<file path="config.mk">
export PLATFORM = sky130hd
export DESIGN_NAME = zcw_isqrt
export DESIGN_NICKNAME = d
export VERILOG_FILES = /design/src/rtl/zcw_isqrt.sv
export SDC_FILE = /design/constraint.sdc
export NUM_CORES = 1
export LEC_CHECK = 0
export BUFFER_PORTS_ARGS = -buffer_cell sky130_fd_sc_hd__buf_2
export CORE_MARGIN = 8
export CORE_UTILIZATION = 30
export DETAILED_ROUTE_END_ITERATION = 8
export SLEW_MARGIN = 20
export SYNTH_ARGS = -nofsm -noshare
export SYNTH_HDL_FRONTEND = slang
export SYNTH_SLANG_ARGS = --single-unit
</file>
<file path="constraint.sdc">
create_clock -name clk -period 11.4 [get_ports clk]
set_input_delay 2.28 -clock clk [delete_from_list [all_inputs] [get_ports clk]]
set_output_delay 2.28 -clock clk [all_outputs]
set_load 0.005 [all_outputs]
</file>
<file path="src/rtl/zcw_isqrt.sv">
// Integer square root of a 64-bit value, one result bit per step.
// Thirty-two steps, one per cycle; no package dependency.
module zcw_isqrt (
	input  logic        clk,
	input  logic        arst_n,
	input  logic        start,
	input  logic [63:0] v,
	output logic        done,
	output logic [31:0] root
);

	logic [63:0] v_q, res_q, bit_q, t;
	logic [4:0] cnt_q;
	logic busy_q, done_q;

	assign t = res_q + bit_q;

	always_ff @(posedge clk or negedge arst_n) begin
		if (!arst_n) begin
			busy_q <= 1'b0;
			done_q <= 1'b0;
			cnt_q <= '0;
		end else begin
			done_q <= 1'b0;
			if (start) begin
				busy_q <= 1'b1;
				cnt_q <= '0;
			end else if (busy_q) begin
				cnt_q <= cnt_q + 5'd1;
				if (cnt_q == 5'd31) begin
					busy_q <= 1'b0;
					done_q <= 1'b1;
				end
			end
		end
	end

	always_ff @(posedge clk) begin
		if (start) begin
			v_q <= v;
			res_q <= '0;
			bit_q <= 64'h4000_0000_0000_0000;
		end else if (busy_q) begin
			if (v_q >= t) begin
				v_q <= v_q - t;
				res_q <= (res_q >> 1) + bit_q;
			end else begin
				res_q <= res_q >> 1;
			end
			bit_q <= bit_q >> 2;
		end
	end

	assign done = done_q;
	assign root = res_q[31:0];

endmodule

</file>
==> impl_metrics.env <==
export IMPL_drv_slew=0
export IMPL_cts_hold_buf=0
export IMPL_grt_pass1_wl_um=76950
export IMPL_io_pins=100
export IMPL_area_growth_pct=7.845
export IMPL_grt_max_degree=94
export IMPL_gp_congestion=0.9087
export IMPL_holdCritPathClass="flop to flop"
export IMPL_numPortBuffers=99
export IMPL_tritoncts="yes"
export IMPL_layout_drive_gt1_share=0.1011
export IMPL_synth_edff_count=64
export IMPL_pre_cts_ws_ns=4.382
export IMPL_yosys_warnings=0
export IMPL_via_per_inst=5.540
export IMPL_fin_area_sq_mm=0.01679
export IMPL_wl_per_cell_um=18.46
export IMPL_setup_violations_final=0
export IMPL_netlist_area_sq_mm=0.01557
export IMPL_start_kind="flop"
export IMPL_period_share=0.6248
export IMPL_grt_antenna_before_repair=0
export IMPL_cellLeakagePower_nw=6.849
export IMPL_num_antenna_cells=0
export IMPL_max_freq_mhz=140.4
export IMPL_core_region_area_sq_mm=0.05130
export IMPL_synthFlopType="dfxtp_1"
export IMPL_antenna_left=0
export IMPL_drc_errors=0
export IMPL_root_buffer="clkbuf_16"
export IMPL_synthArstFlopShare=0.04192
export IMPL_synth_seq_cells=167
export IMPL_drtIter0Drc=1169
export IMPL_die_area_sq_mm=0.05943
export IMPL_fin_tns_setup_ns=0
export IMPL_rsz0062_at_grt="false"
export IMPL_worstMarginPinSlew_ns=1.064
export IMPL_syn_inst=1944
export IMPL_synth_fp_nets=2144
export IMPL_cts_buffers=17
export IMPL_row_count=83
export IMPL_min_period_ns=7.123
export IMPL_hold_viol_final=0
export IMPL_crit_arrival_ns=7.20
export IMPL_cap_viol_max_count=0
export IMPL_ir_worst_vdd_uv=185.1
export IMPL_place_area_sq_mm=0.01620
export IMPL_critPathRequiredTime_ns=11.48
export IMPL_ys_types=97
export IMPL_cts_sinks=167
export IMPL_dp_cells=2587
export IMPL_initial_core_util=0.3034
export IMPL_fin_skew_ns=0.01348
export IMPL_rr_worst_depth=22
export IMPL_clockBufferDepth=2
export IMPL_min_path_cells=2
export IMPL_post_cts_setup_buffers=0
export IMPL_p_per_area_mw_per_mm2=235.5
export IMPL_setup_slack_ns=4.277
export IMPL_worstPathMaxFanout=64
export IMPL_final_cells=2619
export IMPL_grt_pass1_vias=13820
export IMPL_routed_wl_um=48350
export IMPL_fin_nets=2126
export IMPL_gr_total_overflow=0
export IMPL_num_vias=14510
export IMPL_n_fill_cell=5483
export IMPL_die_w_um=243.8
export IMPL_critical_path_class="flop to flop"
export IMPL_place_hpwl_um=36990
export IMPL_end_kind="flop"
export IMPL_dieHeight_um=243.8
export IMPL_maxSlewHeadroom=0.2905
export IMPL_clock_latency_ns=0.46
export IMPL_grt_total_usage=0.1579
export IMPL_synth_seq_area_share=0.2582
export IMPL_clk_pin_slew_ns=0.08
export IMPL_drtPass1Iterations=5
export IMPL_p_total_mw=3.953
export IMPL_synth_avg_cell_area_sq_um=8.007
export IMPL_ctsResizeCount=0
export IMPL_status="finished, final reports clean"
export IMPL_cts_htree_levels=4
worst max-delay path: stages (launching register included):
cell,delay (ns)
dfxtp_1,0.39
ha_1,0.38
nand4_1,0.10
o21ai_0,0.48
a221oi_1,0.23
o21ai_0,0.54
a31oi_1,0.22
o21ai_0,0.38
a21oi_1,0.22
nor2_1,0.13
o21ai_0,0.10
xor2_1,0.19
ha_1,0.38
and4_1,0.24
or3b_1,0.39
nor3_1,0.23
nand3_1,0.12
a211oi_1,0.26
o31ai_1,0.15
and2_2,0.22
buf_4,0.30
o21ai_4,0.21
buf_4,0.69
report_power, final:
group          total [mW]  switching (mW)  internal, mW
Clock               0.610           0.283         0.327
Sequential          0.990           0.137         0.853
Combinational        2.35            1.46         0.890
Total                3.95            1.88          2.07
cells in the final DEF, fill, tap and decap left out, drive strengths merged, types with 6 or more instances in the layout:
| master | instances |
|---|---|
| clkbuf | 17 |
| buf | 107 |
| a311oi | 21 |
| ha | 132 |
| a21o | 57 |
| a221oi | 14 |
| o221ai | 6 |
| nor4 | 11 |
| mux2i | 40 |
| inv | 56 |
| and3 | 17 |
| nand3 | 34 |
| dfrtp | 7 |
| a211oi | 39 |
| xnor2 | 74 |
| nor2 | 189 |
| or3 | 9 |
| o21a | 17 |
| and2 | 14 |
| o211ai | 14 |
| and4 | 7 |
| o21bai | 39 |
| dfxtp | 96 |
| nor3 | 25 |
| xor2 | 83 |
| a31o | 21 |
| a31oi | 60 |
| a21oi | 121 |
| o21ai | 159 |
| o31ai | 15 |
| nor2b | 12 |
| nand2 | 235 |
| nand4 | 42 |
| edfxtp | 64 |
metal layers:
layer / global-route usage / vias up / part of all wire / routed length [um]
met3: 0.02002 / 65 / 0.043 / 2065
met2: 0.2484 / 422 / 0.45 / 21690
met4: 0.05135 / 0 / 0.026 / 1253
met1: 0.2208 / 6903 / 0.48 / 23340
li1: - / 7119 / - / -
met5: 0 / - / 0 / 0
flip-flops by register name (all words and copies together), names as in the netlist:
register	count
bit_q	32
busy_q	1
cnt_q	5
done	1
res_q	64
v_q	64
through the flow:
step	hold WS, ns	utilization
after global placement	0.4939	0.3159
after detailed placement	0.4987	0.3159
after floorplan	0.4777	-
after global routing	0.5406	0.3272
final	0.4997	0.3272
after CTS	0.5092	0.3272
kinds of logic (layout without fill, tap and decap cells):
logic type                 after synthesis  in the layout  share of synthesized area
AOI/OAI and AO/OA                      637            637                     0.2753
buffers and inverters                  190            185                    0.06189
DFF                                    167            167                     0.2582
adders and majority gates              133            133                     0.1074
and+or+nand+nor                        617            617                     0.1810
xor gates and xnor gates               157            157                    0.08834
muxes                                   43             43                    0.02789
synthesized netlist by cell type (10+ instances only):
| master | n | area, sq um |
|---|---|---|
| a211oi_1 | 37 | 277.8 |
| a21o_1 | 56 | 420.4 |
| a21oi_1 | 120 | 600.6 |
| a221oi_1 | 12 | 105.1 |
| a311oi_1 | 20 | 175.2 |
| a31o_2 | 19 | 166.4 |
| a31oi_1 | 60 | 375.4 |
| and2_1 | 14 | 87.58 |
| and3_1 | 17 | 106.4 |
| buf_4 | 33 | 247.7 |
| clkbuf_1 | 85 | 319.1 |
| dfxtp_1 | 96 | 1922 |
| edfxtp_1 | 64 | 1922 |
| ha_1 | 132 | 1652 |
| inv_1 | 46 | 172.7 |
| mux2i_1 | 40 | 400.4 |
| nand2_1 | 235 | 882.1 |
| nand3_1 | 34 | 170.2 |
| nand4_1 | 40 | 250.2 |
| nor2_1 | 188 | 705.7 |
| nor2b_1 | 12 | 75.07 |
| nor3_1 | 25 | 125.1 |
| nor4_1 | 10 | 62.56 |
| o211ai_1 | 13 | 97.59 |
| o21a_1 | 17 | 127.6 |
| o21ai_0 | 150 | 750.7 |
| o21bai_1 | 39 | 292.8 |
| o31ai_1 | 12 | 90.09 |
| xnor2_1 | 74 | 648.1 |
| xor2_1 | 83 | 727.0 |
final timing paths:
kind / start / end / slack (ns)
max: res_q[4]$_SDFFE_PP0P_ / v_q[52]$_DFFE_PP_ / 4.28
min: res_q[0]$_SDFFE_PP0P_ / res_q[0]$_SDFFE_PP0P_ / 0.50
max reg2reg: res_q[4]$_SDFFE_PP0P_ / v_q[52]$_DFFE_PP_ / 4.28
min reg2reg: res_q[0]$_SDFFE_PP0P_ / res_q[0]$_SDFFE_PP0P_ / 0.50
max in group asynchronous: arst_n / busy_q$_DFF_PN0_ / 9.58
min in group asynchronous: arst_n / cnt_q[2]$_DFFE_PN0P_ / 1.64
cell type report:
| class | instances | area [sq um] | area share |
|---|---|---|---|
| Inverter | 46 | 172.7 | 0.01029 |
| Sequential cell | 167 | 4023 | 0.2396 |
| Tap cell | 680 | 850.8 | 0.05068 |
| Clock buffer | 17 | 425.4 | 0.02534 |
| Multi-Input combinational cell | 1587 | 10600 | 0.6312 |
| Timing Repair Buffer | 107 | 561.8 | 0.03346 |
| Clock inverter | 15 | 157.7 | 0.009391 |
Power figures use the tool's default switching activity.
