$ cat src/rtl/zcw_pkg.sv
// Shared types and constants for the ZNCC window energy block.
// No dependencies; the files that use it refer to it by scoped names.
package zcw_pkg;

	localparam int WindowRadius = 3;
	localparam int Win = 2 * WindowRadius + 1;
	localparam int StoreRows = 2 * WindowRadius;
	localparam int WinTaps = Win * Win;
	localparam int MinStride = Win;
	localparam int PhW = $clog2(StoreRows);
	localparam int RowsW = $clog2(WindowRadius + 1);
	localparam int TapW = $clog2(WinTaps);

	// Moment widths: count, first sums, second sums, products, differences.
	localparam int NW = 6;
	localparam int SW = 16;
	localparam int QW = 26;
	localparam int MW = QW + SW;
	localparam int DW = MW + 1;

	localparam logic [11:0] RowStrideReset = 12'd2048;
	localparam logic [15:0] EnergyOne = 16'd32768;
	localparam logic RegRowStride = 1'b0;

	typedef struct packed {
		logic [9:0] intensity_a;
		logic [9:0] intensity_b;
		logic       present_a;
		logic       present_b;
	} pixel_t;

	typedef struct packed {
		logic [15:0] energy;
		logic        centre_valid;
	} result_t;

	typedef struct packed {
		logic       present_b;
		logic       present_a;
		logic [9:0] b;
		logic [9:0] a;
	} px_t;

	typedef px_t [StoreRows-1:0] column_t;

	typedef struct packed {
		logic       use_px;
		logic [9:0] a;
		logic [9:0] b;
	} tap_t;

	typedef struct packed {
		logic clear;
		logic acc;
		logic start;
	} mom_ctl_t;

	typedef enum logic [2:0] {
		ST_CLEAR,
		ST_IDLE,
		ST_UPDATE,
		ST_SUM,
		ST_MOMENTS,
		ST_ROOT,
		ST_DIVIDE,
		ST_EMIT
	} state_t;

endpackage

$ cat src/rtl/zcw_moments.sv
// Window moment accumulator and covariance terms C, F, G and product F*G.
// One shared multiplier works the C, F and G terms in sequence; uses zcw_pkg.
module zcw_moments (
	input  logic                               clk,
	input  logic                               arst_n,
	input  zcw_pkg::mom_ctl_t                  ctl,
	input  zcw_pkg::tap_t                      tap,
	output logic                               done,
	output logic signed [zcw_pkg::DW-1:0]      c,
	output logic [63:0]                        fg,
	output logic                               degenerate
);

	logic [zcw_pkg::NW-1:0] n_q;
	logic [zcw_pkg::SW-1:0] sa_q, sb_q;
	logic [zcw_pkg::QW-1:0] saa_q, sbb_q, sab_q;
	logic [2:0] k_q;
	logic busy_q, done_q;
	logic [zcw_pkg::MW-1:0] prod_q, hold_q;
	logic signed [zcw_pkg::DW-1:0] c_q, f_q, g_q, dif;
	logic [63:0] fg_q;
	logic degen_q;
	logic [zcw_pkg::QW-1:0] mx;
	logic [zcw_pkg::SW-1:0] my;
	logic [19:0] aa, bb, ab;

	assign aa = 20'(tap.a) * 20'(tap.a);
	assign bb = 20'(tap.b) * 20'(tap.b);
	assign ab = 20'(tap.a) * 20'(tap.b);
	assign dif = $signed({1'b0, hold_q}) - $signed({1'b0, prod_q});

	always_comb begin
		unique case (k_q)
			3'd0: begin mx = sab_q; my = zcw_pkg::SW'(n_q); end
			3'd1: begin mx = zcw_pkg::QW'(sa_q); my = sb_q; end
			3'd2: begin mx = saa_q; my = zcw_pkg::SW'(n_q); end
			3'd3: begin mx = zcw_pkg::QW'(sa_q); my = sa_q; end
			3'd4: begin mx = sbb_q; my = zcw_pkg::SW'(n_q); end
			3'd5: begin mx = zcw_pkg::QW'(sb_q); my = sb_q; end
			default: begin mx = '0; my = '0; end
		endcase
	end

	always_ff @(posedge clk or negedge arst_n) begin
		if (!arst_n) begin
			busy_q <= 1'b0;
			k_q <= '0;
			done_q <= 1'b0;
		end else begin
			done_q <= 1'b0;
			if (ctl.start) begin
				busy_q <= 1'b1;
				k_q <= '0;
			end else if (busy_q) begin
				k_q <= k_q + 3'd1;
				if (k_q == 3'd7) begin
					busy_q <= 1'b0;
					done_q <= 1'b1;
				end
			end
		end
	end

	always_ff @(posedge clk) begin
		if (ctl.clear) begin
			n_q <= '0;
			sa_q <= '0;
			sb_q <= '0;
			saa_q <= '0;
			sbb_q <= '0;
			sab_q <= '0;
		end else if (ctl.acc && tap.use_px) begin
			n_q <= n_q + 1'b1;
			sa_q <= sa_q + zcw_pkg::SW'(tap.a);
			sb_q <= sb_q + zcw_pkg::SW'(tap.b);
			saa_q <= saa_q + zcw_pkg::QW'(aa);
			sbb_q <= sbb_q + zcw_pkg::QW'(bb);
			sab_q <= sab_q + zcw_pkg::QW'(ab);
		end
		if (busy_q && !ctl.start) begin
			prod_q <= zcw_pkg::MW'(mx) * zcw_pkg::MW'(my);
			case (k_q)
				3'd1, 3'd3, 3'd5: hold_q <= prod_q;
				3'd2: c_q <= dif;
				3'd4: f_q <= dif;
				3'd6: g_q <= dif;
				3'd7: begin
					fg_q <= 64'(f_q[31:0]) * 64'(g_q[31:0]);
					degen_q <= f_q[zcw_pkg::DW-1] || (f_q == '0)
						|| g_q[zcw_pkg::DW-1] || (g_q == '0);
				end
				default: ;
			endcase
		end
	end

	assign done = done_q;
	assign c = c_q;
	assign fg = fg_q;
	assign degenerate = degen_q;

endmodule

$ cat config.mk
export PLATFORM = sky130hd
export DESIGN_NAME = zcw_moments
export DESIGN_NICKNAME = d
export VERILOG_FILES = /design/src/rtl/zcw_pkg.sv /design/src/rtl/zcw_moments.sv
export SDC_FILE = /design/constraint.sdc
export NUM_CORES = 2
export LEC_CHECK = 0
export BUFFER_PORTS_ARGS = -buffer_cell sky130_fd_sc_hd__buf_2
export CAP_MARGIN = 20
export CORE_UTILIZATION = 52
export CTS_BUF_LIST = sky130_fd_sc_hd__clkbuf_16
export DETAILED_ROUTE_END_ITERATION = 6
export PLACE_DENSITY_LB_ADDON = 0.2
export SLEW_MARGIN = 40
export SYNTH_ARGS = -nofsm -noshare
export SYNTH_HDL_FRONTEND = slang
export SYNTH_SLANG_ARGS = --single-unit
$ cat constraint.sdc
create_clock -name clk -period 13.9 [get_ports clk]
set_input_delay 2.085 -clock clk [delete_from_list [all_inputs] [get_ports clk]]
set_output_delay 2.085 -clock clk [all_outputs]
set_load 0.01 [all_outputs]
==> flow_summary.toml <==
[clocking]
numCtsBuffers = 48
post_cts_resized = 0
cts_sinks = 399
clkTransAtPathRegs_ns = 0.06
clk_path_buf_depth = 3
clk_latency_ns = 0.68
cts_tree = "done"
ctsHoldBuffers = 0
clockRootBuffer = "clkbuf_16"
post-cts-setup-buffers = 0
ctsHtreeMaxLevel = 2

[sta]
whs_ns = 0.450
period_share = 0.648
slew_headroom = 0.406
tns_ns = 0
worst_pin_slew_ns = 0.885
layout_setup_ws_ns = 4.89
fmax_ghz = 0.111
rsz0062_at_grt = "no"
slew_viol_final = 0
finalCriticalPeriod_ns = 9.01
finClkSkew_ns = 0.0516
setup_viol = 0
finalHoldViolCount = 0

[place]
io_buffer_count = 134
placed_cells = 9944
place_ws_ns = 4.69
hpwl_mm = 163
dpl_cell_area_sq_mm = 0.0770
place.gp.congestion = 0.902

[global_route]
grt_pass1_vias = 61200
grt_util_all_layers = 0.307
grt_max_degree = 84
antenna_found_initial = 6
grt_pass1_wl_mm = 343
grt-ovfl-total = 0

[finish]
stdcell_area_sq_mm = 0.0785
fin_cells = 10000
nets = 10200
drive_gt1_frac = 0.0491
fill_cells = 12800
postLayoutCoreUtil = 0.554
syn_to_final_growth_pct = 5.41

[floorplan]
core-area_sq_mm = 0.142
die-area_sq_mm = 0.145
fp.dieH_um = 380
io_pins = 135
die_x_um = 380
std_cell_rows = 138
start_util = 0.526

[power_and_ir_drop]
p_comb_frac = 0.780
ir_drop_uv = 351
p_total_mw = 13.8
clkPwrFrac = 0.090
power.density_mw_per_mm2 = 176
switchingPower_mw = 7.41
seq_power_share = 0.130
p_sw_frac = 0.536
leakage_nw = 38.3
cellInternalPower_mw = 6.42

[drt]
routed_via_density = 5.64
drtAntennaViolNets = 0
drt_first_pass_iters = 6
vias = 56600
first_iter_violations = 3528
drc = 0
wl_mm = 216
wire_per_inst_um = 21.5

[critical_path]
end_kind = "flip-flop"
worstSetupPathType = "reg -> reg"
start_kind = "flip-flop"
reg2reg_slack_ns = 4.89
arrival_ns = 9.39
required_ns = 14.28
cp_max_fo = 22

[synth]
synth-edff-count = 278
yosysWarnings = 0
syn-instance-count = 8216
ys_seq_area_frac = 0.145
async_reset_ff_frac = 0.0125
avgSynthCellArea_sq_um = 9.07
synth_fp_nets = 10300
synth_flop_cell = "edfxtp_1"
syn_area_sq_mm = 0.0745
ys_ff_latch = 399
synth_cell_types = 94

[hold_path]
hold_class = "reg -> reg"

[run]
cap_viol_max_count = 0

[run_status]
status = "complete, no violations"
per-layer routing:
metal	vias up	global-route usage	routed length, um
li1	24900	-	-
met1	28800	0.351	78000
met2	2091	0.548	110000
met3	738	0.0406	13000
met4	0	0.181	15200
met5	-	0	0
power groups by stage:
| stage | Clock [mW] | Sequential [mW] | Combinational, mW |
|---|---|---|---|
| floorplan | 0 | 1.78 | 7.43 |
| global placement | 0 | 1.83 | 10.6 |
| detailed placement | 0 | 1.83 | 10.7 |
| CTS | 1.27 | 1.80 | 10.8 |
| global route | 1.31 | 1.81 | 11.9 |
| finish | 1.24 | 1.80 | 10.8 |
sequential cells by signal, indices dropped and copies added (netlist names):
signal / count
degenerate: 1
done: 1
sbb_q: 26
sa_q: 16
g_q: 43
f_q: 43
busy_q: 1
sab_q: 26
n_q: 6
sb_q: 16
fg: 64
prod_q: 42
k_q: 3
hold_q: 42
c: 43
saa_q: 26
final timing paths:
path | startpoint | to | cells after the start
worst max-delay path | k_q[0]$_DFFE_PN0P_ | prod_q[38]$_DFFE_PP_ | 27
worst min-delay path | prod_q[7]$_DFFE_PP_ | hold_q[7]$_DFFE_PP_ | 0
worst max register to register | k_q[0]$_DFFE_PN0P_ | prod_q[38]$_DFFE_PP_ | 27
worst min register to register | prod_q[7]$_DFFE_PP_ | hold_q[7]$_DFFE_PP_ | 0
max in group asynchronous | arst_n | k_q[0]$_DFFE_PN0P_ | 1
min in group asynchronous | arst_n | done$_DFF_PN0_ | 1
cell families (layout without fill, tap and decap cells):
group                      Yosys count  in the layout  share of synthesized area
adders and majority gates         2066           2066                      0.493
other                                0              1                          0
DFF                                399            399                      0.145
and+or+nand+nor                   2447           2447                      0.147
AOI/OAI and AO/OA                  855            855                     0.0760
xor gates and xnor gates           184            184                     0.0216
buffers and inverters             2234           2158                      0.113
muxes                               31             31                    0.00464
cells in the mapped netlist (18+ instances only):
cell      count  area (sq um)
a211oi_1     23           173
a21o_1       91           683
a21oi_1     270          1350
a221o_1      18           180
a221oi_1     20           175
a22o_1       25           219
a22oi_1      26           195
a31oi_1      28           175
and2_1      369          2310
and3_1       25           156
clkbuf_1    380          1430
dfxtp_1     116          2320
edfxtp_1    278          8350
fa_1       1445         28900
ha_1        621          7770
inv_1      1831          6870
mux2_2       26           293
nand2_1    1373          5150
nand2b_1     25           156
nand3_1      78           390
nand4_1      44           275
nor2_1      328          1230
nor2b_1      47           294
nor3_1       50           250
nor4_1       24           150
o21a_1       33           248
o21ai_0     110           551
o21ai_1      41           205
o21bai_1     33           248
or3_1        25           156
xnor2_1     116          1020
xor2_1       68           596
cells in the final DEF, fill, tap and decap left out, types with 10 or more instances in the layout:
cell / n
a211oi_1: 22
clkbuf_16: 48
nand2b_1: 25
a22o_1: 22
a21o_1: 90
nand4_1: 44
and2_1: 366
o31ai_1: 12
nor4_1: 23
ha_1: 619
a22oi_1: 25
nor3_1: 50
o211ai_1: 15
nand2_1: 1370
inv_1: 1838
o21bai_1: 33
clkinv_1: 12
o21ai_0: 110
nor2_1: 326
buf_2: 135
nor2b_1: 47
nor4b_1: 10
a221oi_1: 14
a21oi_1: 269
xnor2_1: 115
o21ai_1: 36
edfxtp_1: 278
dfxtp_1: 116
xor2_1: 68
nand3_1: 78
mux2_2: 26
buf_4: 98
and3_1: 24
fa_1: 1445
nand3b_1: 14
or3_1: 25
a221o_1: 18
a31oi_1: 28
o21a_1: 33
final cells by class:
| class | count | area [sq um] | area share |
|---|---|---|---|
| diodes | 1 | 2.50 | 0.0000319 |
| clock buffers | 48 | 1200 | 0.0153 |
| clock inverters | 36 | 299 | 0.00381 |
| flip-flops and latches | 399 | 10800 | 0.137 |
| repair buffers | 242 | 1520 | 0.0193 |
| inverters | 1832 | 6880 | 0.0876 |
| multi-input cells | 5583 | 55500 | 0.706 |
| well taps | 1890 | 2360 | 0.0301 |
critical path, stage by stage (launching register included):
cell,delay (ns)
dfrtp_1,0.42
inv_1,0.12
ha_1,0.60
nor2b_1,0.21
buf_4,0.23
or2_0,0.29
nand2_1,0.11
nand2_1,0.63
nand2_1,0.16
fa_1,0.53
fa_1,0.48
fa_1,0.55
inv_1,0.06
fa_1,0.50
fa_1,0.50
inv_1,0.05
fa_1,0.49
inv_1,0.05
ha_1,0.35
o21ai_0,0.36
o21bai_1,0.16
a211oi_1,0.55
nor3_1,0.22
o41ai_2,0.36
a21boi_1,0.18
o2111ai_1,0.25
a31oi_1,0.13
xor2_1,0.16
No activity file was read; power rests on OpenSTA's default activity.
