File: config.mk
export PLATFORM = sky130hd
export DESIGN_NAME = zcw_frac_div
export DESIGN_NICKNAME = d
export VERILOG_FILES = /design/src/rtl/zcw_pkg.sv /design/src/rtl/zcw_frac_div.sv
export SDC_FILE = /design/constraint.sdc
export NUM_CORES = 1
export LEC_CHECK = 0
export ABC_AREA = 0
export BUFFER_PORTS_ARGS = -buffer_cell sky130_fd_sc_hd__buf_2
export CELL_PAD_IN_SITES_DETAIL_PLACEMENT = 0
export CELL_PAD_IN_SITES_GLOBAL_PLACEMENT = 1
export CORE_MARGIN = 2
export CORE_UTILIZATION = 40
export DETAILED_ROUTE_END_ITERATION = 12
export GPL_TIMING_DRIVEN = 0
export PLACE_DENSITY_LB_ADDON = 0.1
export SLEW_MARGIN = 5
export SYNTH_ARGS = -nofsm -noshare
export SYNTH_HDL_FRONTEND = slang
export SYNTH_SLANG_ARGS = --single-unit
File: constraint.sdc
create_clock -name clk -period 5.1 [get_ports clk]
set_input_delay 0.255 -clock clk [delete_from_list [all_inputs] [get_ports clk]]
set_output_delay 0.255 -clock clk [all_outputs]
set_load 0.03 [all_outputs]
File: src/rtl/zcw_pkg.sv
// Shared types and constants for the ZNCC window energy block.
// No dependencies; the files that use it refer to it by scoped names.
package zcw_pkg;

	localparam int WindowRadius = 3;
	localparam int Win = 2 * WindowRadius + 1;
	localparam int StoreRows = 2 * WindowRadius;
	localparam int WinTaps = Win * Win;
	localparam int MinStride = Win;
	localparam int PhW = $clog2(StoreRows);
	localparam int RowsW = $clog2(WindowRadius + 1);
	localparam int TapW = $clog2(WinTaps);

	// Moment widths: count, first sums, second sums, products, differences.
	localparam int NW = 6;
	localparam int SW = 16;
	localparam int QW = 26;
	localparam int MW = QW + SW;
	localparam int DW = MW + 1;

	localparam logic [11:0] RowStrideReset = 12'd2048;
	localparam logic [15:0] EnergyOne = 16'd32768;
	localparam logic RegRowStride = 1'b0;

	typedef struct packed {
		logic [9:0] intensity_a;
		logic [9:0] intensity_b;
		logic       present_a;
		logic       present_b;
	} pixel_t;

	typedef struct packed {
		logic [15:0] energy;
		logic        centre_valid;
	} result_t;

	typedef struct packed {
		logic       present_b;
		logic       present_a;
		logic [9:0] b;
		logic [9:0] a;
	} px_t;

	typedef px_t [StoreRows-1:0] column_t;

	typedef struct packed {
		logic       use_px;
		logic [9:0] a;
		logic [9:0] b;
	} tap_t;

	typedef struct packed {
		logic clear;
		logic acc;
		logic start;
	} mom_ctl_t;

	typedef enum logic [2:0] {
		ST_CLEAR,
		ST_IDLE,
		ST_UPDATE,
		ST_SUM,
		ST_MOMENTS,
		ST_ROOT,
		ST_DIVIDE,
		ST_EMIT
	} state_t;

endpackage

File: src/rtl/zcw_frac_div.sv
// Restoring divider for the rounded energy fraction (D - C + D/32768) / 2D.
// Sixteen quotient bits, one per cycle; uses zcw_pkg constants.
module zcw_frac_div (
	input  logic                          clk,
	input  logic                          arst_n,
	input  logic                          start,
	input  logic [31:0]                   root,
	input  logic signed [zcw_pkg::DW-1:0] c,
	output logic                          done,
	output logic [15:0]                   quot
);

	logic signed [zcw_pkg::DW-1:0] dpos, cl, diff;
	logic [49:0] rem_q, num;
	logic [47:0] dsh_q;
	logic [15:0] q_q;
	logic [3:0] cnt_q;
	logic busy_q, done_q, ge;

	assign dpos = $signed({{(zcw_pkg::DW-32){1'b0}}, root});

	// Correlation is limited to the range minus D to plus D.
	always_comb begin
		if (c > dpos) begin
			cl = dpos;
		end else if (c < -dpos) begin
			cl = -dpos;
		end else begin
			cl = c;
		end
	end

	assign diff = dpos - cl;
	assign num = 50'({diff[33:0], 15'b0}) + 50'(root);
	assign ge = rem_q >= 50'(dsh_q);

	always_ff @(posedge clk or negedge arst_n) begin
		if (!arst_n) begin
			busy_q <= 1'b0;
			done_q <= 1'b0;
			cnt_q <= '0;
		end else begin
			done_q <= 1'b0;
			if (start) begin
				busy_q <= 1'b1;
				cnt_q <= '0;
			end else if (busy_q) begin
				cnt_q <= cnt_q + 4'd1;
				if (cnt_q == 4'd15) begin
					busy_q <= 1'b0;
					done_q <= 1'b1;
				end
			end
		end
	end

	always_ff @(posedge clk) begin
		if (start) begin
			rem_q <= num;
			dsh_q <= {root, 16'b0};
			q_q <= '0;
		end else if (busy_q) begin
			if (ge) begin
				rem_q <= rem_q - 50'(dsh_q);
			end
			q_q <= {q_q[14:0], ge};
			dsh_q <= dsh_q >> 1;
		end
	end

	assign done = done_q;
	assign quot = (q_q > zcw_pkg::EnergyOne) ? zcw_pkg::EnergyOne : q_q;

endmodule

==> metrics.txt, run 1 <==
# TYPE chip_impl_metric gauge
chip_impl_metric{name="worst-slew-pin-transition",unit="ns"} 0.970
chip_impl_metric{name="syn_nets",unit=""} 1999
chip_impl_metric{name="setup_viol",unit=""} 35
chip_impl_metric{name="first_pass_grt_wire_length",unit="µm"} 72100
chip_impl_metric{name="avgSynthCellArea",unit="µm²"} 7.86
chip_impl_metric{name="routed_wire_length_per_instance",unit="µm"} 19.3
chip_impl_metric{name="grt.total_usage",unit=""} 0.256
chip_impl_info{name="violations",value="setup timing"} 1
chip_impl_metric{name="use_met1",unit=""} 0.337
chip_impl_metric{name="fp.dieW",unit="µm"} 189
chip_impl_metric{name="post_synthesis_register_bit_count",unit=""} 120
chip_impl_metric{name="post_route_cell_area",unit="µm²"} 16500
chip_impl_info{name="critPathTopFamily",value="simple AND/OR/NAND/NOR gates"} 1
chip_impl_metric{name="final_net_count",unit=""} 2165
chip_impl_metric{name="critical_path.max_stage_delay",unit="ns"} 0.52
chip_impl_info{name="dominantRegCellSynth",value="sky130_fd_sc_hd__edfxtp_1"} 1
chip_impl_info{name="endpoint_kind",value="flop"} 1
chip_impl_metric{name="die-height",unit="µm"} 189
chip_impl_metric{name="place_inst",unit=""} 2286
chip_impl_metric{name="layout_min_cycle_time",unit="ns"} 8.29
chip_impl_metric{name="drive_gt1_frac",unit=""} 0.154
chip_impl_metric{name="timing.final.crit_share",unit=""} 1.63
chip_impl_metric{name="detailedRoute.firstIterationViolations",unit=""} 756
chip_impl_metric{name="drt-pass1-iter-count",unit=""} 7
chip_impl_metric{name="use_met2",unit=""} 0.426
chip_impl_metric{name="clock_tree.htree_level_count",unit=""} 4
chip_impl_info{name="cts_tree",value="done"} 1
chip_impl_metric{name="clock_sink_count",unit=""} 120
chip_impl_metric{name="use_met3",unit=""} 0.0185
chip_impl_metric{name="pwr_density_cell",unit="nW/µm²"} 402
chip_impl_info{name="grt.busiest_layer",value="met2"} 1
chip_impl_info{name="grt_setup_unrepaired",value="yes"} 1
chip_impl_info{name="cts.root.buffer_cell",value="sky130_fd_sc_hd__clkbuf_16"} 1
chip_impl_metric{name="drc_violations_left",unit=""} 0
chip_impl_metric{name="clock_tree.buffer_depth",unit=""} 2
chip_impl_metric{name="floorplan.core_area",unit="µm²"} 33600
chip_impl_metric{name="first_global_vias",unit=""} 13200
chip_impl_metric{name="final-hold-violation-count",unit=""} 0
chip_impl_metric{name="grt_start_max_net_pins",unit=""} 51
chip_impl_metric{name="synth_cells",unit=""} 1745
chip_impl_metric{name="dr_total_vias",unit=""} 13400
chip_impl_metric{name="flow.area_growth_from_synthesis",unit="%"} 20.0
chip_impl_metric{name="clk_pin_slew_worst_paths",unit="ns"} 0.06
chip_impl_metric{name="critical_path.n_buffers_inverters",unit=""} 4
chip_impl_metric{name="timing.critical_path.fanout_max",unit=""} 10
chip_impl_metric{name="antenna_cells",unit=""} 0
chip_impl_metric{name="synth_warnings",unit=""} 0
chip_impl_metric{name="final.fill_count",unit=""} 3304
chip_impl_metric{name="floorplan.io_pins",unit=""} 95
chip_impl_metric{name="slew-limit-headroom",unit=""} 0.353
chip_impl_metric{name="finalWirelength",unit="µm"} 45700
chip_impl_metric{name="cap_violations",unit=""} 0
chip_impl_info{name="crit_path_start_kind",value="input pin"} 1
chip_impl_metric{name="syn-cell-area",unit="µm²"} 13700
chip_impl_metric{name="slew_violations",unit=""} 0
chip_impl_metric{name="globalRouteOverflowTotal",unit=""} 0
chip_impl_info{name="crit_path_top_delay_cell",value="sky130_fd_sc_hd__or4_4"} 1
chip_impl_metric{name="number_of_port_buffers",unit=""} 93
chip_impl_metric{name="cp.arrival",unit="ns"} 8.42
chip_impl_info{name="holdCritPathClass",value="in2async"} 1
chip_impl_info{name="outcome",value="finished, violations left"} 1
chip_impl_metric{name="final_cells",unit=""} 2372
chip_impl_metric{name="antenna_violations_before_repair",unit=""} 0
chip_impl_metric{name="finalWeightedCongestion",unit=""} 0.954
chip_impl_metric{name="dpl-instance-area",unit="µm²"} 14900
chip_impl_metric{name="crit_required",unit="ns"} 5.23
chip_impl_metric{name="synth_cell_types",unit=""} 79
chip_impl_metric{name="sequential_fraction_of_the_synthesis_area",unit=""} 0.237
chip_impl_metric{name="die-area",unit="µm²"} 35800
chip_impl_metric{name="hold_slack",unit="ns"} 0.188
chip_impl_info{name="timing.setup.critical_path_class",value="in2reg"} 1
chip_impl_metric{name="floorplan.initialDensity",unit=""} 0.408
chip_impl_metric{name="cts_inserted_buffers",unit=""} 17
chip_impl_metric{name="detail_route.vias_per_cell",unit=""} 5.66
chip_impl_metric{name="synth_enable_flop_cells",unit=""} 82
chip_impl_metric{name="dpl.hpwl",unit="µm"} 36300
chip_impl_metric{name="final_critical_path_setup_slack",unit="ns"} -3.19
chip_impl_metric{name="fin_skew",unit="ns"} 0.00944
chip_impl_metric{name="worstSkewPairLatency",unit="ns"} 0.42
chip_impl_metric{name="worst_vdd_ir",unit="V"} 0.000200
chip_impl_metric{name="fmax",unit="MHz"} 121
chip_impl_metric{name="placementRows",unit=""} 67
chip_impl_metric{name="synthArstFlopShare",unit=""} 0.0500
chip_impl_metric{name="leak_pwr",unit="nW"} 7.30
chip_impl_metric{name="detail-route-antenna-nets",unit=""} 0
-- registers in the layout, indices dropped and copies added (netlist names) --
register  cells
busy_q        1
cnt_q         4
done          1
dsh_q        48
q_q          16
rem_q        50
-- report_power, final --
group	switching [W]	internal [W]	total, W
clock	0.000477	0.000769	0.00125
sequential	0.0000924	0.00139	0.00148
combinational	0.00226	0.00163	0.00389
-- repair_timing --
item / CTS / global route
resized for setup: 75 / 52
gates cloned: 1 / 0
pin swaps: 51 / 32
setup buffers: 34 / 20
endpoints found under the hold margin: 6 / 0
setup endpoints to repair: 35 / 35
hold buffers: 1 / 0
-- stage by stage --
step                      total power, W   util  setup TNS [ns]  setup WS [ns]
after floorplan                  0.00423      -          -78.26          -3.00
final                            0.00661  0.490          -85.25          -3.19
after global routing             0.00714  0.490          -95.20          -3.48
after detailed placement         0.00506  0.444         -164.18          -5.67
after global placement           0.00505  0.444         -213.38          -5.77
after CTS                        0.00646  0.479          -79.87          -2.99
-- final timing paths --
kind	depth (start not counted)	slack [ns]	to	start
setup / recovery	34	-3.19	rem_q[44]	root[11]
hold / removal	2	0.19	cnt_q[2]	arst_n
setup reg to reg	11	0.45	rem_q[8]	rem_q[7]
hold reg to reg	2	0.52	dsh_q[0]	dsh_q[0]
max in group asynchronous	2	4.77	cnt_q[1]	arst_n
min in group clk	3	0.25	dsh_q[28]	root[12]
-- logic make-up after synthesis --
| kind of cell | after synthesis | share of synthesized area |
|---|---|---|
| compound gates | 508 | 0.234 |
| xor+xnor | 116 | 0.0741 |
| fa+ha+maj | 176 | 0.162 |
| buf+inv | 178 | 0.0491 |
| flops | 120 | 0.237 |
| mux | 41 | 0.0300 |
| simple gates | 606 | 0.213 |
-- cells in the final DEF, fill, tap and decap left out, drive strengths merged, types with 5 or more instances in the layout --
cell / Yosys / routed
mux2i: 40 / 40
a21oi: 129 / 129
o31ai: 16 / 16
o22ai: 5 / 5
a31oi: 18 / 18
a21boi: 5 / 5
edfxtp: 82 / 82
a22oi: 12 / 12
a211oi: 13 / 13
o221ai: 6 / 6
or2: 8 / 8
o2111ai: 7 / 7
clkinv: 1 / 9
buf: 7 / 155
o21bai: 17 / 17
a41oi: 5 / 5
nor2b: 27 / 27
a21o: 41 / 41
xor2: 33 / 33
nor3: 37 / 37
nand3: 39 / 39
o21a: 23 / 23
o21ai: 146 / 146
xnor2: 83 / 83
nor2: 121 / 121
dfxtp: 32 / 32
dfrtp: 6 / 6
and3: 16 / 16
or4: 7 / 7
nand4: 28 / 28
inv: 116 / 117
clkbuf: 54 / 69
and2: 14 / 14
ha: 173 / 173
nand2b: 16 / 16
nand2: 236 / 236
nor4: 23 / 23
o211ai: 27 / 27
or3: 15 / 15
-- Yosys cell counts, drive strengths merged, types with 13 or more instances --
| cell type | number | area [µm²] |
|---|---|---|
| nand3 | 39 | 195 |
| o21a | 23 | 173 |
| or3 | 15 | 93.8 |
| nand2 | 236 | 888 |
| a211oi | 13 | 97.6 |
| xnor2 | 83 | 727 |
| mux2i | 40 | 400 |
| o211ai | 27 | 203 |
| and3 | 16 | 100 |
| edfxtp | 82 | 2460 |
| nor2 | 121 | 462 |
| nand4 | 28 | 175 |
| inv | 116 | 435 |
| xor2 | 33 | 289 |
| nor3 | 37 | 195 |
| dfxtp | 32 | 641 |
| a21o | 41 | 308 |
| clkbuf | 54 | 203 |
| nor2b | 27 | 169 |
| o21bai | 17 | 128 |
| and2 | 14 | 87.6 |
| a31oi | 18 | 113 |
| a21oi | 129 | 646 |
| nor4 | 23 | 174 |
| o21ai | 146 | 731 |
| nand2b | 16 | 100 |
| ha | 173 | 2160 |
| o31ai | 16 | 120 |
-- cell type report --
type                            instances  area [µm²]  area share
Multi-Input combinational cell       1447       10400       0.630
Sequential cell                       120        3250       0.198
Timing Repair Buffer                  147         931      0.0566
Tap cell                              448         561      0.0341
Inverter                              117         439      0.0267
Clock buffer                           17         425      0.0258
Buffer                                 61         304      0.0185
Clock inverter                         15         179      0.0109
-- metal layers --
| layer | routed length, µm | share of wire | up-vias |
|---|---|---|---|
| li1 | - | - | 6720 |
| met1 | 21000 | 0.46 | 6282 |
| met4 | 1830 | 0.040 | 0 |
| met5 | 0 | 0 | - |
| met2 | 21200 | 0.46 | 335 |
| met3 | 1700 | 0.037 | 79 |
Power figures use the tool's default switching activity.
==> run 2, diff against run 1 <==
--- a/config.mk
+++ b/config.mk
@@ -10,7 +10,7 @@
 export CELL_PAD_IN_SITES_DETAIL_PLACEMENT = 0
 export CELL_PAD_IN_SITES_GLOBAL_PLACEMENT = 1
 export CORE_MARGIN = 2
-export CORE_UTILIZATION = 40
+export CORE_UTILIZATION = 47
 export DETAILED_ROUTE_END_ITERATION = 12
 export GPL_TIMING_DRIVEN = 0
 export PLACE_DENSITY_LB_ADDON = 0.1
==> run 2 against run 1 <==
  * The flow still finishes with violations (setup timing)
  * Cell count decreased by 0.30%
  * Worst hold slack about the same
  * Core utilization increased by 11 points
  * Design area increased by 4.2%
  * Via count increased by 2.8%
  * Maximum frequency increased by 2.9%
  * Sequential power about the same
  * Largest cell class unchanged
==> metrics.txt, run 2 (synthesis results as in run 1) <==
# TYPE chip_impl_metric gauge
chip_impl_metric{name="final-hold-violation-count",unit=""} 0
chip_impl_metric{name="worst-slew-pin-transition",unit="ns"} 0.956
chip_impl_metric{name="clock_tree.buffer_depth",unit=""} 2
chip_impl_metric{name="dp_slack",unit="ns"} -5.50
chip_impl_info{name="crit_path_top_delay_cell",value="sky130_fd_sc_hd__or4_4"} 1
chip_impl_info{name="r2r_end",value="rem_q[5]"} 1
chip_impl_metric{name="slew-limit-headroom",unit=""} 0.355
chip_impl_metric{name="first_global_vias",unit=""} 13400
chip_impl_metric{name="p_seq_frac",unit=""} 0.221
chip_impl_metric{name="antenna_violations_before_repair",unit=""} 0
chip_impl_metric{name="fmax",unit="MHz"} 124
chip_impl_info{name="worst_setup_path_end",value="rem_q[46]"} 1
chip_impl_metric{name="clk_pin_slew_worst_paths",unit="ns"} 0.05
chip_impl_metric{name="totalNegativeSetupSlack",unit="ns"} -79.85
chip_impl_metric{name="drive_gt1_frac",unit=""} 0.199
chip_impl_metric{name="floorplan.core_area",unit="µm²"} 28700
chip_impl_info{name="holdCritPathClass",value="in2async"} 1
chip_impl_metric{name="ff2ff_setup_slack",unit="ns"} 0.28
chip_impl_metric{name="cts_inserted_buffers",unit=""} 17
chip_impl_metric{name="clock_tree.htree_level_count",unit=""} 4
chip_impl_metric{name="drc_violations_left",unit=""} 0
chip_impl_metric{name="grt_start_max_net_pins",unit=""} 33
chip_impl_metric{name="total_power",unit="W"} 0.00669
chip_impl_info{name="crit_path_start",value="root[11]"} 1
chip_impl_info{name="layout.cells.most_common",value="sky130_fd_sc_hd__nand2_1"} 1
chip_impl_metric{name="drt-pass1-iter-count",unit=""} 5
chip_impl_metric{name="final.fill_count",unit=""} 2655
chip_impl_metric{name="largest_reg_flops",unit=""} 50
chip_impl_info{name="cts.root.buffer_cell",value="sky130_fd_sc_hd__clkbuf_16"} 1
chip_impl_metric{name="slew_violations",unit=""} 0
chip_impl_metric{name="worstRegToRegCells",unit=""} 13
chip_impl_metric{name="power.net_switching",unit="W"} 0.00283
chip_impl_metric{name="clock_sink_count",unit=""} 120
chip_impl_info{name="critical_path.most_common_cell",value="sky130_fd_sc_hd__a21oi_2"} 1
chip_impl_metric{name="finalWeightedCongestion",unit=""} 0.882
chip_impl_metric{name="cp.arrival",unit="ns"} 8.35
chip_impl_metric{name="dr_total_vias",unit=""} 13800
chip_impl_metric{name="flow.area_growth_from_synthesis",unit="%"} 25.0
chip_impl_metric{name="first_pass_grt_wire_length",unit="µm"} 71500
chip_impl_metric{name="antenna_cells",unit=""} 0
chip_impl_info{name="grt_setup_unrepaired",value="yes"} 1
chip_impl_metric{name="detailedRoute.firstIterationViolations",unit=""} 953
chip_impl_metric{name="combinationalPowerShare",unit=""} 0.601
chip_impl_metric{name="pwr_density_cell",unit="nW/µm²"} 390
chip_impl_metric{name="final_net_count",unit=""} 2222
chip_impl_metric{name="grt.total_usage",unit=""} 0.295
chip_impl_metric{name="globalRouteOverflowTotal",unit=""} 0
chip_impl_info{name="endpoint_kind",value="flop"} 1
chip_impl_metric{name="fp.dieW",unit="µm"} 175
chip_impl_metric{name="critical_path.max_stage_delay",unit="ns"} 0.52
chip_impl_info{name="cts_tree",value="done"} 1
chip_impl_metric{name="placementRows",unit=""} 62
chip_impl_metric{name="floorplan.io_pins",unit=""} 95
chip_impl_metric{name="timing.final.crit_share",unit=""} 1.58
chip_impl_metric{name="detail-route-antenna-nets",unit=""} 0
chip_impl_info{name="layout_common_cells",value="223 x sky130_fd_sc_hd__nand2_1, 160 x sky130_fd_sc_hd__ha_1, 116 x sky130_fd_sc_hd__nor2_1, 114 x sky130_fd_sc_hd__inv_1"} 1
chip_impl_metric{name="die-height",unit="µm"} 175
chip_impl_metric{name="timing.critical_path.fanout_max",unit=""} 6
chip_impl_metric{name="setup_viol",unit=""} 34
chip_impl_metric{name="fin_skew",unit="ns"} 0.00973
chip_impl_info{name="violations",value="setup timing"} 1
chip_impl_metric{name="internal-power",unit="W"} 0.00385
chip_impl_metric{name="worstSkewPairLatency",unit="ns"} 0.42
chip_impl_metric{name="number_of_port_buffers",unit=""} 93
chip_impl_info{name="timing.setup.critical_path_class",value="in2reg"} 1
chip_impl_metric{name="finalWirelength",unit="µm"} 45800
chip_impl_metric{name="floorplan.initialDensity",unit=""} 0.478
chip_impl_metric{name="leak_pwr",unit="nW"} 7.66
chip_impl_metric{name="detail_route.vias_per_cell",unit=""} 5.83
chip_impl_metric{name="dpl.hpwl",unit="µm"} 35300
chip_impl_metric{name="die-area",unit="µm²"} 30600
chip_impl_metric{name="routed_wire_length_per_instance",unit="µm"} 19.4
chip_impl_metric{name="crit_required",unit="ns"} 5.39
chip_impl_metric{name="layout_min_cycle_time",unit="ns"} 8.06
chip_impl_info{name="crit_path_start_kind",value="input pin"} 1
chip_impl_info{name="top_register",value="rem_q"} 1
chip_impl_info{name="critical_path.reg2reg.startpoint",value="dsh_q[7]"} 1
chip_impl_metric{name="final_critical_path_setup_slack",unit="ns"} -2.96
chip_impl_metric{name="p_clk_frac",unit=""} 0.177
chip_impl_info{name="reg.largest.list",value="rem_q x50, dsh_q x48, q_q x16"} 1
chip_impl_metric{name="worst_vdd_ir",unit="V"} 0.000243
chip_impl_info{name="outcome",value="finished, violations left"} 1
chip_impl_metric{name="power.share.switching",unit=""} 0.424
chip_impl_metric{name="cap_violations",unit=""} 0
run 2: metal layers:
| metal | up-vias | track usage | share of wire |
|---|---|---|---|
| li1 | 6833 | - | - |
| met1 | 6439 | 0.386 | 0.45 |
| met2 | 445 | 0.506 | 0.47 |
| met3 | 77 | 0.0294 | 0.049 |
| met4 | 0 | 0.100 | 0.032 |
| met5 | - | 0 | 0 |
run 2: how the worst min path moves through the flow:
stage               startpoint        to  depth (start not counted)
global route            arst_n  cnt_q[2]                          2
CTS                     arst_n  cnt_q[2]                          2
global placement        arst_n  cnt_q[2]                          1
detailed placement      arst_n  cnt_q[2]                          1
finish                  arst_n  cnt_q[2]                          2
floorplan               arst_n    busy_q                          0
run 2: area by class of cell:
cell class / instances / area, µm² / area share
timing repair buffer: 203 / 1410 / 0.0821
buffer: 61 / 349 / 0.0204
clock inverter: 6 / 32.5 / 0.00190
inverter: 117 / 442 / 0.0258
clock buffer: 26 / 553 / 0.0322
multi-input combinational: 1448 / 10600 / 0.620
tap: 384 / 480 / 0.0280
sequential: 120 / 3250 / 0.190
run 2: worst max-delay path, delay by kind of cell:
family                   cells  cell delay (ns)
AO/OA/AOI/OAI               12             2.76
adder cells (fa/ha/maj)      4             1.01
buffers and inverters        8             1.09
AND/OR/NAND/NOR             13             2.98
XOR/XNOR                     2             0.21
run 2: timing repair:
| action | in CTS | in global routing |
|---|---|---|
| pin swaps | 80 | 62 |
| hold buffers | 1 | 0 |
| gates resized for setup | 116 | 80 |
| endpoints found under the hold margin | 6 | 0 |
| gates cloned | 1 | 0 |
| endpoints found under the setup margin | 35 | 35 |
| setup buffers | 75 | 36 |
run 2: per-stage QoR:
step	std cells	hold WS [ns]	area, µm²	util
after global placement	2222	0.0872	14800	0.517
after CTS	2330	0.190	16500	0.575
after global routing	2365	0.203	17100	0.597
final	2365	0.188	17100	0.597
after detailed placement	2223	0.0845	14900	0.518
after floorplan	1745	-0.0406	13900	-
run 2: power by group through the flow:
stage	registers, W	logic, W	clock network, W
after CTS	0.00148	0.00378	0.00119
after detailed placement	0.00150	0.00355	0
final	0.00148	0.00402	0.00119
after global routing	0.00150	0.00444	0.00123
after global placement	0.00149	0.00350	0
after floorplan	0.00147	0.00276	0
